===== config.mk =====
export PLATFORM = sky130hd
export DESIGN_NAME = global_history_branch_predictor_unit
export DESIGN_NICKNAME = d
export VERILOG_FILES = /design/src/sv/ghbp_pkg.sv /design/src/sv/global_history_branch_predictor_unit.sv /design/src/sv/ghbp_counter_ram.sv /design/src/sv/ghbp_result_fifo.sv
export SDC_FILE = /design/constraint.sdc
export NUM_CORES = 2
export LEC_CHECK = 0
export BUFFER_PORTS_ARGS = -buffer_cell sky130_fd_sc_hd__buf_2
export CAP_MARGIN = 20
export CORE_MARGIN = 2
export CORE_UTILIZATION = 35
export CTS_CLUSTER_DIAMETER = 120
export DETAILED_ROUTE_END_ITERATION = 6
export SLEW_MARGIN = 20
export SYNTH_ARGS = -nofsm -noshare
export SYNTH_HDL_FRONTEND = slang
export SYNTH_SLANG_ARGS = --single-unit

===== constraint.sdc =====
create_clock -name aclk -period 19.7 [get_ports aclk]
set_input_delay 0 -clock aclk [delete_from_list [all_inputs] [get_ports aclk]]
set_output_delay 0 -clock aclk [all_outputs]
set_load 0.03 [all_outputs]

===== src/sv/ghbp_pkg.sv =====
// Shared types and constants for the global history branch predictor.
// No dependencies.
package ghbp_pkg;

    localparam int CTR_W = 2;
    localparam logic [CTR_W-1:0] CTR_WEAK_TAKEN = 2'd2;
    localparam logic [CTR_W-1:0] CTR_MAX        = 2'd3;
    localparam logic [CTR_W-1:0] CTR_MIN        = 2'd0;

    localparam int HIST_LEN_W = 5;
    localparam logic [HIST_LEN_W-1:0] HIST_LEN_RESET = 5'd10;

    localparam int APB_ADDR_W = 3;
    localparam int APB_DATA_W = 32;
    localparam logic [0:0] REG_HISTORY_LEN = 1'b0;

    localparam int FIFO_PTR_W = 2;
    localparam int FIFO_CNT_W = FIFO_PTR_W + 1;
    localparam logic [FIFO_CNT_W-1:0] FIFO_DEPTH = 3'd4;

    typedef struct packed {
        logic predicted_taken;
        logic mispredicted;
    } ghbp_result_t;

endpackage


===== src/sv/global_history_branch_predictor_unit.sv =====
// GAg branch predictor: global history register indexing a table of 2-bit counters.
// Each input transaction is registered in stage 1, then the 4-entry result buffer
// drives m_valid. Throughput 1 per cycle while s_ready is high; s_ready drops when
// the buffer plus stage 1 hold 4 transactions, or during the clearing pass. The RAM
// read is registered and sets the depth; a write-back bypass lets back-to-back hits
// on one counter run bubble-free. Reset: synchronous, active low; history cleared,
// history_len = 10, then a clearing pass sets every counter to weakly taken (s_ready low).
module global_history_branch_predictor_unit #(
    parameter int HISTORY_BITS = 10
) (
    input  logic                              aclk,
    input  logic                              aresetn,
    // APB-style configuration port
    input  logic                              psel,
    input  logic                              penable,
    input  logic                              pwrite,
    input  logic [ghbp_pkg::APB_ADDR_W-1:0]   paddr,
    input  logic [ghbp_pkg::APB_DATA_W-1:0]   pwdata,
    output logic [ghbp_pkg::APB_DATA_W-1:0]   prdata,
    output logic                              pready,
    // resolved branch input
    input  logic                              s_valid,
    output logic                              s_ready,
    input  logic                              s_actual_taken,
    // prediction result
    output logic                              m_valid,
    input  logic                              m_ready,
    output logic                              m_predicted_taken,
    output logic                              m_mispredicted
);

    localparam logic [ghbp_pkg::HIST_LEN_W-1:0] MAX_LEN = ghbp_pkg::HIST_LEN_W'(HISTORY_BITS);

    // ---------------- configuration ----------------
    logic [ghbp_pkg::HIST_LEN_W-1:0] history_len_reg;
    logic                            cfg_write;
    logic [0:0]                      reg_index;

    assign pready    = 1'b1;
    assign reg_index = paddr[2:2];
    assign cfg_write = psel && penable && pwrite && pready;

    always_ff @(posedge aclk) begin
        if (!aresetn) begin
            history_len_reg <= ghbp_pkg::HIST_LEN_RESET;
        end else if (cfg_write && (reg_index == ghbp_pkg::REG_HISTORY_LEN)) begin
            history_len_reg <= pwdata[ghbp_pkg::HIST_LEN_W-1:0];
        end
    end

    always_comb begin
        prdata = '0;
        if (reg_index == ghbp_pkg::REG_HISTORY_LEN) begin
            prdata = ghbp_pkg::APB_DATA_W'(history_len_reg);
        end
    end

    // ---------------- history mask ----------------
    // Effective length clamps to the table width; lengths above it use all bits.
    logic [ghbp_pkg::HIST_LEN_W-1:0] eff_len;
    logic [HISTORY_BITS-1:0]         hist_mask;

    assign eff_len = (history_len_reg > MAX_LEN) ? MAX_LEN : history_len_reg;

    always_comb begin
        for (int i = 0; i < HISTORY_BITS; i++) begin
            hist_mask[i] = (ghbp_pkg::HIST_LEN_W'(i) < eff_len);
        end
    end

    // ---------------- stage 0: accept, index, history update ----------------
    // History only needs HISTORY_BITS bits: every update masks it to <= that length.
    logic [HISTORY_BITS-1:0]         hist_reg;
    logic [HISTORY_BITS-1:0]         hist_next;
    logic [HISTORY_BITS-1:0]         slot;
    logic                            s_accept;
    logic                            ram_busy;
    logic [ghbp_pkg::FIFO_CNT_W-1:0] fifo_count;
    logic [ghbp_pkg::FIFO_CNT_W:0]   in_flight;

    logic                            s1_valid_reg;
    logic [HISTORY_BITS-1:0]         s1_slot_reg;
    logic                            s1_taken_reg;

    // Accept only if every transaction in flight has a buffer slot waiting.
    assign in_flight = {1'b0, fifo_count} + (ghbp_pkg::FIFO_CNT_W + 1)'(s1_valid_reg);
    assign s_ready   = !ram_busy && (in_flight < {1'b0, ghbp_pkg::FIFO_DEPTH});
    assign s_accept  = s_valid && s_ready;

    assign slot      = hist_reg & hist_mask;
    assign hist_next = HISTORY_BITS'({hist_reg, s_actual_taken}) & hist_mask;

    always_ff @(posedge aclk) begin
        if (!aresetn) begin
            hist_reg     <= '0;
            s1_valid_reg <= 1'b0;
        end else begin
            s1_valid_reg <= s_accept;
            if (s_accept) begin
                hist_reg <= hist_next;
            end
        end
    end

    always_ff @(posedge aclk) begin
        if (s_accept) begin
            s1_slot_reg  <= slot;
            s1_taken_reg <= s_actual_taken;
        end
    end

    // ---------------- stage 1: counter read-modify-write ----------------
    logic [ghbp_pkg::CTR_W-1:0] ram_rd_data;
    logic [ghbp_pkg::CTR_W-1:0] ctr;
    logic [ghbp_pkg::CTR_W-1:0] ctr_next;
    logic                       wb_valid_reg;
    logic [HISTORY_BITS-1:0]    wb_slot_reg;
    logic [ghbp_pkg::CTR_W-1:0] wb_ctr_reg;
    logic                       use_bypass;
    ghbp_pkg::ghbp_result_t     s1_result;

    ghbp_counter_ram #(
        .ADDR_W (HISTORY_BITS)
    ) u_counter_ram (
        .aclk    (aclk),
        .aresetn (aresetn),
        .rd_en   (s_accept),
        .rd_addr (slot),
        .rd_data (ram_rd_data),
        .wr_en   (s1_valid_reg),
        .wr_addr (s1_slot_reg),
        .wr_data (ctr_next),
        .busy    (ram_busy)
    );

    // The last write is the newest value of its entry; the RAM returns old data when
    // the read and that write share an edge, so take the bypass copy on a match.
    assign use_bypass = wb_valid_reg && (wb_slot_reg == s1_slot_reg);
    assign ctr        = use_bypass ? wb_ctr_reg : ram_rd_data;

    always_comb begin
        ctr_next = ctr;
        if (s1_taken_reg) begin
            if (ctr != ghbp_pkg::CTR_MAX) begin
                ctr_next = ctr + 1'b1;
            end
        end else begin
            if (ctr != ghbp_pkg::CTR_MIN) begin
                ctr_next = ctr - 1'b1;
            end
        end
    end

    // counter >= weakly taken means predict taken
    assign s1_result.predicted_taken = (ctr >= ghbp_pkg::CTR_WEAK_TAKEN);
    assign s1_result.mispredicted    = s1_result.predicted_taken ^ s1_taken_reg;

    always_ff @(posedge aclk) begin
        if (!aresetn) begin
            wb_valid_reg <= 1'b0;
        end else if (s1_valid_reg) begin
            wb_valid_reg <= 1'b1;
        end
    end

    always_ff @(posedge aclk) begin
        if (s1_valid_reg) begin
            wb_slot_reg <= s1_slot_reg;
            wb_ctr_reg  <= ctr_next;
        end
    end

    // ---------------- output buffer ----------------
    ghbp_pkg::ghbp_result_t out_result;

    ghbp_result_fifo u_result_fifo (
        .aclk      (aclk),
        .aresetn   (aresetn),
        .push      (s1_valid_reg),
        .push_data (s1_result),
        .out_valid (m_valid),
        .out_ready (m_ready),
        .out_data  (out_result),
        .count     (fifo_count)
    );

    assign m_predicted_taken = out_result.predicted_taken;
    assign m_mispredicted    = out_result.mispredicted;

endmodule


===== src/sv/ghbp_counter_ram.sv =====
// Pattern table RAM: 2-bit counters, one read and one write port, registered read.
// Runs a clearing pass to weakly taken after reset. Depends on ghbp_pkg.
module ghbp_counter_ram #(
    parameter int ADDR_W = 10
) (
    input  logic                         aclk,
    input  logic                         aresetn,
    input  logic                         rd_en,
    input  logic [ADDR_W-1:0]            rd_addr,
    output logic [ghbp_pkg::CTR_W-1:0]   rd_data,
    input  logic                         wr_en,
    input  logic [ADDR_W-1:0]            wr_addr,
    input  logic [ghbp_pkg::CTR_W-1:0]   wr_data,
    output logic                         busy
);

    logic [ghbp_pkg::CTR_W-1:0] mem [2**ADDR_W];
    logic [ghbp_pkg::CTR_W-1:0] rd_data_reg;
    logic                       clearing_reg;
    logic                       clearing_next;
    logic [ADDR_W-1:0]          clear_cnt_reg;
    logic [ADDR_W-1:0]          clear_cnt_next;

    // clear sweep: one entry per cycle
    always_comb begin
        clearing_next  = clearing_reg;
        clear_cnt_next = clear_cnt_reg;
        if (clearing_reg) begin
            clear_cnt_next = clear_cnt_reg + 1'b1;
            if (&clear_cnt_reg) begin
                clearing_next = 1'b0;
            end
        end
    end

    always_ff @(posedge aclk) begin
        if (!aresetn) begin
            clearing_reg  <= 1'b1;
            clear_cnt_reg <= '0;
        end else begin
            clearing_reg  <= clearing_next;
            clear_cnt_reg <= clear_cnt_next;
        end
    end

    always_ff @(posedge aclk) begin
        if (clearing_reg) begin
            mem[clear_cnt_reg] <= ghbp_pkg::CTR_WEAK_TAKEN;
        end else if (wr_en) begin
            mem[wr_addr] <= wr_data;
        end
    end

    always_ff @(posedge aclk) begin
        if (rd_en) begin
            rd_data_reg <= mem[rd_addr];
        end
    end

    assign rd_data = rd_data_reg;
    assign busy    = clearing_reg;

endmodule


===== src/sv/ghbp_result_fifo.sv =====
// Four-entry result buffer between the update stage and the m_ channel.
// Depends on ghbp_pkg.
module ghbp_result_fifo (
    input  logic                                 aclk,
    input  logic                                 aresetn,
    input  logic                                 push,
    input  ghbp_pkg::ghbp_result_t               push_data,
    output logic                                 out_valid,
    input  logic                                 out_ready,
    output ghbp_pkg::ghbp_result_t               out_data,
    output logic [ghbp_pkg::FIFO_CNT_W-1:0]      count
);

    ghbp_pkg::ghbp_result_t                entry_reg [2**ghbp_pkg::FIFO_PTR_W];
    logic [ghbp_pkg::FIFO_PTR_W-1:0]       wr_ptr_reg;
    logic [ghbp_pkg::FIFO_PTR_W-1:0]       rd_ptr_reg;
    logic [ghbp_pkg::FIFO_CNT_W-1:0]       count_reg;
    logic [ghbp_pkg::FIFO_CNT_W-1:0]       count_next;
    logic                                  pop;

    assign out_valid = (count_reg != '0);
    assign pop       = out_valid && out_ready;
    assign out_data  = entry_reg[rd_ptr_reg];
    assign count     = count_reg;

    always_comb begin
        count_next = count_reg;
        unique case ({push, pop})
            2'b10:   count_next = count_reg + 1'b1;
            2'b01:   count_next = count_reg - 1'b1;
            default: count_next = count_reg;
        endcase
    end

    always_ff @(posedge aclk) begin
        if (!aresetn) begin
            wr_ptr_reg <= '0;
            rd_ptr_reg <= '0;
            count_reg  <= '0;
        end else begin
            count_reg <= count_next;
            if (push) begin
                wr_ptr_reg <= wr_ptr_reg + 1'b1;
            end
            if (pop) begin
                rd_ptr_reg <= rd_ptr_reg + 1'b1;
            end
        end
    end

    always_ff @(posedge aclk) begin
        if (push) begin
            entry_reg[wr_ptr_reg] <= push_data;
        end
    end

endmodule


-- Word level (Yosys, flattened, before mapping)
Memory sizes are Yosys's and may differ from the RTL's. A register that Yosys moved wholly into a read port is not among the register bits.
Index checks and enable logic that the tools add are counted.
- add/subtract/negate cells: 8
- multipliers: 0
- divide/modulo/power cells: 0
- magnitude comparators: 13
- equality and inequality tests: 4
- shifts and indexed selects: 0
- muxes and demuxes: 20
- bitwise gates (word level): 4
- reduce and logical (&&, ||, !) cells: 13
- operators with widths (kind ; number):
    AND 10 bit ; 2
    less-than comparator 3 x 5 -> 1 bit, first input constant ; 4
    two-way mux 2 bit ; 7
    adder 10 x 1 -> 10 bit, second input constant ; 1
    equality test 10 bit ; 1
    less-than comparator 1 x 5 -> 1 bit, first input constant ; 2
    less-than comparator 2 x 5 -> 1 bit, first input constant ; 2
    less-than comparator 4 x 5 -> 1 bit, first input constant ; 2
    two-way mux 10 bit ; 1
    two-way mux 5 bit ; 2
    AND reduction 10 bit ; 1
    two-way mux 1 bit ; 9
    logical AND 1 bit ; 7
    adder 2 x 1 -> 2 bit, second input constant ; 3
    one-hot mux 3 bit (2 select lines) ; 1
    greater-than comparator 5 x 4 -> 1 bit, second input constant ; 1
    adder 3 x 1 -> 4 bit ; 1
    less-than comparator 4 x 3 -> 1 bit, second input constant ; 1
    nonzero test 2 bit ; 2
    adder 3 x 1 -> 3 bit, second input constant ; 1
    nonzero test 3 bit ; 1
    subtractor 3 x 1 -> 3 bit, second input constant ; 1
    equality test 2 x 1 -> 1 bit, second input constant ; 1
    equality test 2 bit, second input constant ; 1
    other kinds (7) ; 7
- bits in registers: 58
- bits in latches: 0
- RAM bits: 2056
- memory bits (read-only): 0
- bits of input ports: 43
- output and inout bits: 37
- word-level logic and storage cells: 77
- memories kept: 2
- memory list (name ; words ; bits a word ; rd ports ; clocked after memory_dff ; write ports ; line ; text):
    u_counter_ram.mem ; 1024 ; 2 ; 1 ; 1 ; 1 ; ghbp_counter_ram.sv:17 ; logic [ghbp_pkg::CTR_W-1:0] mem [2**ADDR_W];
    u_result_fifo.entry_reg ; 4 ; 2 ; 1 ; 1 ; 1 ; ghbp_result_fifo.sv:14 ; ghbp_pkg::ghbp_result_t entry_reg [2**ghbp_pkg::FIFO_PTR_W];

-- Longest topological paths before layout
- depth in word-level cells: 7
- mapped depth: 16
- mapped depth without buffers: 12

-- Hierarchy
From an unflattened synthesis, not the netlist that was laid out.
- cell total of the unflattened synthesis: 5176
- area, all modules: 87426.3 um2
- by module, submodules not included (module ; times used ; cells an instance ; area each (um2) ; seq. area each (um2)):
    ghbp_counter_ram ; 1 ; 4937 ; 84646.2 ; 61779.3
    global_history_branch_predictor_unit ; 1 ; 183 ; 2025.7 ; 1031.0
    ghbp_result_fifo ; 1 ; 56 ; 754.5 ; 420.4

-- Least setup slack after synthesis
Ideal clock, no wire load.
- path type: register to register
- start: register s1_slot_reg[2]
- end: memory u_counter_ram.mem[0][1] (netlist bit) (data pin)
- library setup time: 2.993 ns
- arrival: 14.814 ns
- data required time: 16.707 ns
- path slack: 1.893 ns
- cell stages (with the launch flop): 7
- path buffers: 0
- clock period less this slack: 17.807 ns
- cell sequence: edfxtp_1 xnor2_1 nand4_1 nor3_1 mux2_2 maj3_1 nand2b_1
- longest elaborated chain between the ends: 7
- elaborated cells on any way between the ends: 11
- those cells by class: add/sub: 2; eq/ne: 2; mux: 5; reduce/logical: 2
- ends and longest elaborated chain (element ; line ; text):
    start: declaration ; global_history_branch_predictor_unit.sv:82 ; logic [HISTORY_BITS-1:0] s1_slot_reg;
    start signal: assignment ; global_history_branch_predictor_unit.sv:107 ; s1_slot_reg <= slot;
    equality test 10 bit * ; global_history_branch_predictor_unit.sv:138 ; assign use_bypass = wb_valid_reg && (wb_slot_reg == s1_slot_reg);
    logical AND 1 bit * ; global_history_branch_predictor_unit.sv:138 ;
    two-way mux 2 bit * ; global_history_branch_predictor_unit.sv:139 ; assign ctr = use_bypass ? wb_ctr_reg : ram_rd_data;
    subtractor 2 x 1 -> 2 bit (tied with other cells) ; global_history_branch_predictor_unit.sv:149 ; ctr_next = ctr - 1'b1;
    two-way mux 2 bit (on tied branches) ; global_history_branch_predictor_unit.sv:148, global_history_branch_predictor_unit.sv:144 ;
    two-way mux 2 bit * ; global_history_branch_predictor_unit.sv:143 ; if (s1_taken_reg) begin
    net ctr_next, one bit ; global_history_branch_predictor_unit.sv:115 ; logic [ghbp_pkg::CTR_W-1:0] ctr_next;
    two-way mux 2 bit (no line) * ; -- ;
    end: declaration ; ghbp_counter_ram.sv:17 ;
Mark *: on every way through the listed nets, which the timed path passes. The rest lies on a longest branch.

-- Worst setup path after layout
- start: register history_len_reg[1] (netlist bit)
- end: register u_counter_ram.rd_data_reg, in the netlist u_counter_ram.rd_data[0] (read register of u_counter_ram.mem) (data pin)
- longest elaborated chain between the ends: 4
- elaborated cells on any way between the ends: 13
- those cells by class: order compare: 11; mux: 1; bitwise: 1
- ends and longest elaborated chain (element ; line ; text):
    start: declaration ; global_history_branch_predictor_unit.sv:35 ; logic [ghbp_pkg::HIST_LEN_W-1:0] history_len_reg;
    start signal: assignment ; global_history_branch_predictor_unit.sv:45 ; history_len_reg <= ghbp_pkg::HIST_LEN_RESET;
    start signal: assignment ; global_history_branch_predictor_unit.sv:47 ; history_len_reg <= pwdata[ghbp_pkg::HIST_LEN_W-1:0];
    greater-than comparator 5 x 4 -> 1 bit ; global_history_branch_predictor_unit.sv:63 ; assign eff_len = (history_len_reg > MAX_LEN) ? MAX_LEN : history_len_reg;
    two-way mux 5 bit * ; global_history_branch_predictor_unit.sv:63 ;
    less-than comparator 1 x 5 -> 1 bit (tied with other cells) ; global_history_branch_predictor_unit.sv:67 ; hist_mask[i] = (ghbp_pkg::HIST_LEN_W'(i) < eff_len);
    AND 10 bit * ; global_history_branch_predictor_unit.sv:90 ; assign slot = hist_reg & hist_mask;
    end: declaration ; ghbp_counter_ram.sv:18 ; logic [ghbp_pkg::CTR_W-1:0] rd_data_reg;
Mark *: on every way between the ends. The rest lies on a longest branch, timed or not.
A chain may end at the register's enable or synchronous reset.

==> impl_results.md <==
* Worst EP required at approximately 20 ns
* DRC at 1
* Slew @ Worst Pin at 1.238 ns
* Setup Fix Bufs, Post-CTS at 0
* Setup TNS at 0 ns
* H-tree depth at 4
* Total Wirelength at ~280 mm
* Worst min path class: input port to flop
* Fin crit share at roughly 34%
* Final Hold Fails at 0
* Failing checks: DRC
* Setup Viol. Count Final at 0
* GRT overflow at 0
* Largest Register: u_counter_ram.mem
* Clock sinks at roughly 2100
* Wire length on met2 at about 130 mm
* Synth top area share at between 60% and 70%
* First-pass GRT wire length at 406.2 mm
* Post-Synthesis Cells at about 7400
* Most frequent cells after synthesis: edfxtp_1, nand2_1, nor2_1
* Crit-path max cell delay at 0.76 ns
* Worst skew pair latency at between 0.8 and 0.9 ns
* Outcome: finished with violations
* Top FF cell, synth: edfxtp_1
* Yosys cell types at 80
* Synth Area in Adders at less than 1%
* Critical path arrival at 7.36 ns
* Hold depth at 3
* Number of global-route vias before repair at 58080
* PortBufs at 22
* Layout Area Growth over Synthesis at 11.64%
* Syn Area/Cell at ~12 um2
* Reg2Reg Depth at 15
* Reg2Reg Setup Slack at roughly 13 ns
* Yosys reg bits at approximately 2100
* Worst path cell trace: o41ai_4 -> buf_4 -> buf_4 -> buf_4 -> buf_4 -> buf_4 -> nand2_1 -> and3_1 -> a311oi_1 -> a311oi_1 -> a31oi_1 -> nand2_1 -> nand4_1 -> nand4_1 -> o311ai_1
* Nets at around 7300
* Min-delay src: aresetn
* Relative slew slack at between 15 and 20%
* # rows at 185
* CTS tree: built
* Reg clk slew, reported paths at 0.07 ns
* Die footprint at 259300 um2
* DRT antenna net count at 0
* WS Path Type: flop to flop
* Routed length on met1 at about 110 mm
* Met3 WL post-DR at around 31 mm
* Yosys top cell by area: edfxtp_1
* Fraction of registers with async set/reset at 0%
* Number of I/O pins at 80
* Leak Pwr at roughly 33 nW
* CP endpoint kind: flop
* Clock buffer depth at 3
* GPL Wtd Cong at approximately 0.84
* Mapped cell area at ~89000 um2
* Tmin final at 6.653 ns
* Setup crit start kind: flop
* Crit-path slowest cell: buf_4
* Hpwl dp at ~150 mm
* Largest cells by area after synthesis: edfxtp_1, nand2_1, nor2_1
* Top cell by count, worst path: buf_4
* Vias/cell at approximately 5.7
* Worst-path fanout max at 74
* Number of flops mapped to enable cells by yosys at between 2000 and 2500
* Max Cap Viol at 0
* Post-Synth XOR/XNOR Area at less than 1%
* Root buffer cell: clkbuf_16
* DR vias at 61160
* Total track usage at roughly 21%
* Drt initial violations at 8896
* Max reg flops at 2048
* Initial antenna violation count at 15
* Compound-gate portion of the synthesized area at about 4.4%
* VDD IR-drop max at 0.08263 mV
* Worst Hold Path EP: u_counter_ram.busy
* Pre-antenna DRT Iters at 7
* Core area at between 200000 and 300000 um2
* Sequential area share after synthesis at between 70% and 80%
* Inserted Clock Buffers at ~210
* Horiz. Die Dim at 509.2 um
* Cell Pwr Density at between 80 and 90 nW/um2
* RR Startpoint: history_len_reg[1]
* Max layer used: met5
* Unrepaired setup endpoints after global routing: false
* YS warnings at 0
* Largest net degree at the start of global routing at 234
* Max Freq at around 150 MHz
* Layout cells sized above 1 at under 10%
* Die span in y at ~510 um
* Total power at between 8 and 9 mW
* Mux contribution to synthesized area at under 10%
* Top-count cell post-synth: edfxtp_1
* Reg-to-Reg End: u_counter_ram.rd_data[0]
* Worst Skew at around 0.059 ns
* Synth Area in Simple Gates at about 18%
* Largest family of logic cells by synthesized area: simple AND/OR/NAND/NOR gates
* Slew Viols, Final at 0
* WL/cell at ~26 um
* Initial Util at 35.18%
[layer usage]
layer | track usage, % | vias up
met4 | 8.676 | 8
met1 | 29.50 | 30810
li1 | - | 26240
met5 | 0 | -
met3 | 4.224 | 610
met2 | 33.26 | 3493
[report_power, final]
group,internal [mW],total [mW],switching (mW)
combinational,0.0111,0.0605,0.0493
clock,2.24,4.00,1.76
sequential,4.87,4.87,0.00224
total,7.12,8.94,1.82
[worst max-delay path by stage]
stage                     cells after the start               start                   endpoint  slack, ns
after global routing                         10      s1_slot_reg[8]  u_counter_ram.mem[928][1]      12.57
final                                        15  history_len_reg[1]   u_counter_ram.rd_data[0]      13.05
after detailed placement                     10      s1_slot_reg[8]  u_counter_ram.mem[929][1]      12.84
after global placement                       10      s1_slot_reg[8]  u_counter_ram.mem[929][1]      12.91
after floorplan                               6      s1_slot_reg[2]    u_counter_ram.mem[0][1]       1.89
after CTS                                    10      s1_slot_reg[8]  u_counter_ram.mem[857][1]      12.79
[cells in the final DEF (no fill, tap or decap), drive strengths merged, types with 11 or more instances in the layout]
master,netlist,routed
conb,2,28
nor3,17,17
and2,19,19
nor2b,11,11
nor4,13,13
nand2,1730,1730
xnor2,17,17
o22ai,20,20
dlygate4sd3,0,27
edfxtp,2081,2081
and3,126,126
a31oi,129,129
a21oi,84,84
mux2i,119,119
clkbuf,236,265
o21ai,62,62
a22oi,29,29
nor2,1088,1088
a221oi,19,19
a311oi,60,60
o211ai,12,12
bufinv,0,18
clkinv,2,102
inv,21,29
nand3,758,758
mux4,62,62
buf,372,201
a2111oi,11,11
a21boi,14,14
a32oi,34,34
a211oi,15,15
nand4,59,59
dfxtp,37,37
[worst max-delay path, delay by kind of cell (launching register included)]
family / cells / cell delay [ns]
flip-flops: 1 / 0.46
AND/OR/NAND/NOR: 5 / 1.01
AO/OA/AOI/OAI: 5 / 1.53
buffers and inverters: 5 / 3.18
[stage by stage]
stage                     hold slack (ns)  setup WS [ns]  util (%)  std cells  instance area [um2]
after floorplan                   0.09887          1.893         -       7409                89430
after global placement             0.2165          12.91     36.43      10360                92510
after detailed placement           0.2216          12.84     36.45      10370                92560
after CTS                          0.1140          12.79     39.25      10790                99660
after global routing               0.1914          12.57     39.27      10790                99720
final                              0.1555          13.05     39.27      10790                99720
[what timing repair did]
action | CTS | global route
hold buffers | 27 | 0
gates resized for setup | 0 | 0
endpoints found under the hold margin | 38 | 0
[kinds of logic (layout without fill, tap and decap cells)]
| group | count (synthesis) | count (layout) |
|---|---|---|
| adder cells (fa/ha/maj) | 9 | 9 |
| multiplexers | 184 | 184 |
| flip-flops | 2118 | 2118 |
| buffers and inverters | 631 | 646 |
| other | 2 | 30 |
| AND/OR/NAND/NOR | 3858 | 3858 |
| AO/OA/AOI/OAI | 559 | 559 |
| XOR/XNOR | 22 | 22 |
[layout make-up]
class / instances / area (um2)
Clock inverter: 130 / 1295
Clock buffer: 265 / 5535
Sequential cell: 2118 / 63230
Timing Repair Buffer: 228 / 1887
Fill cell: 23970 / 154200
Multi-Input combinational cell: 4660 / 23450
Antenna cell: 2 / 5.005
Inverter: 23 / 108.9
Tap cell: 3366 / 4212
Power figures use the tool's default switching activity.
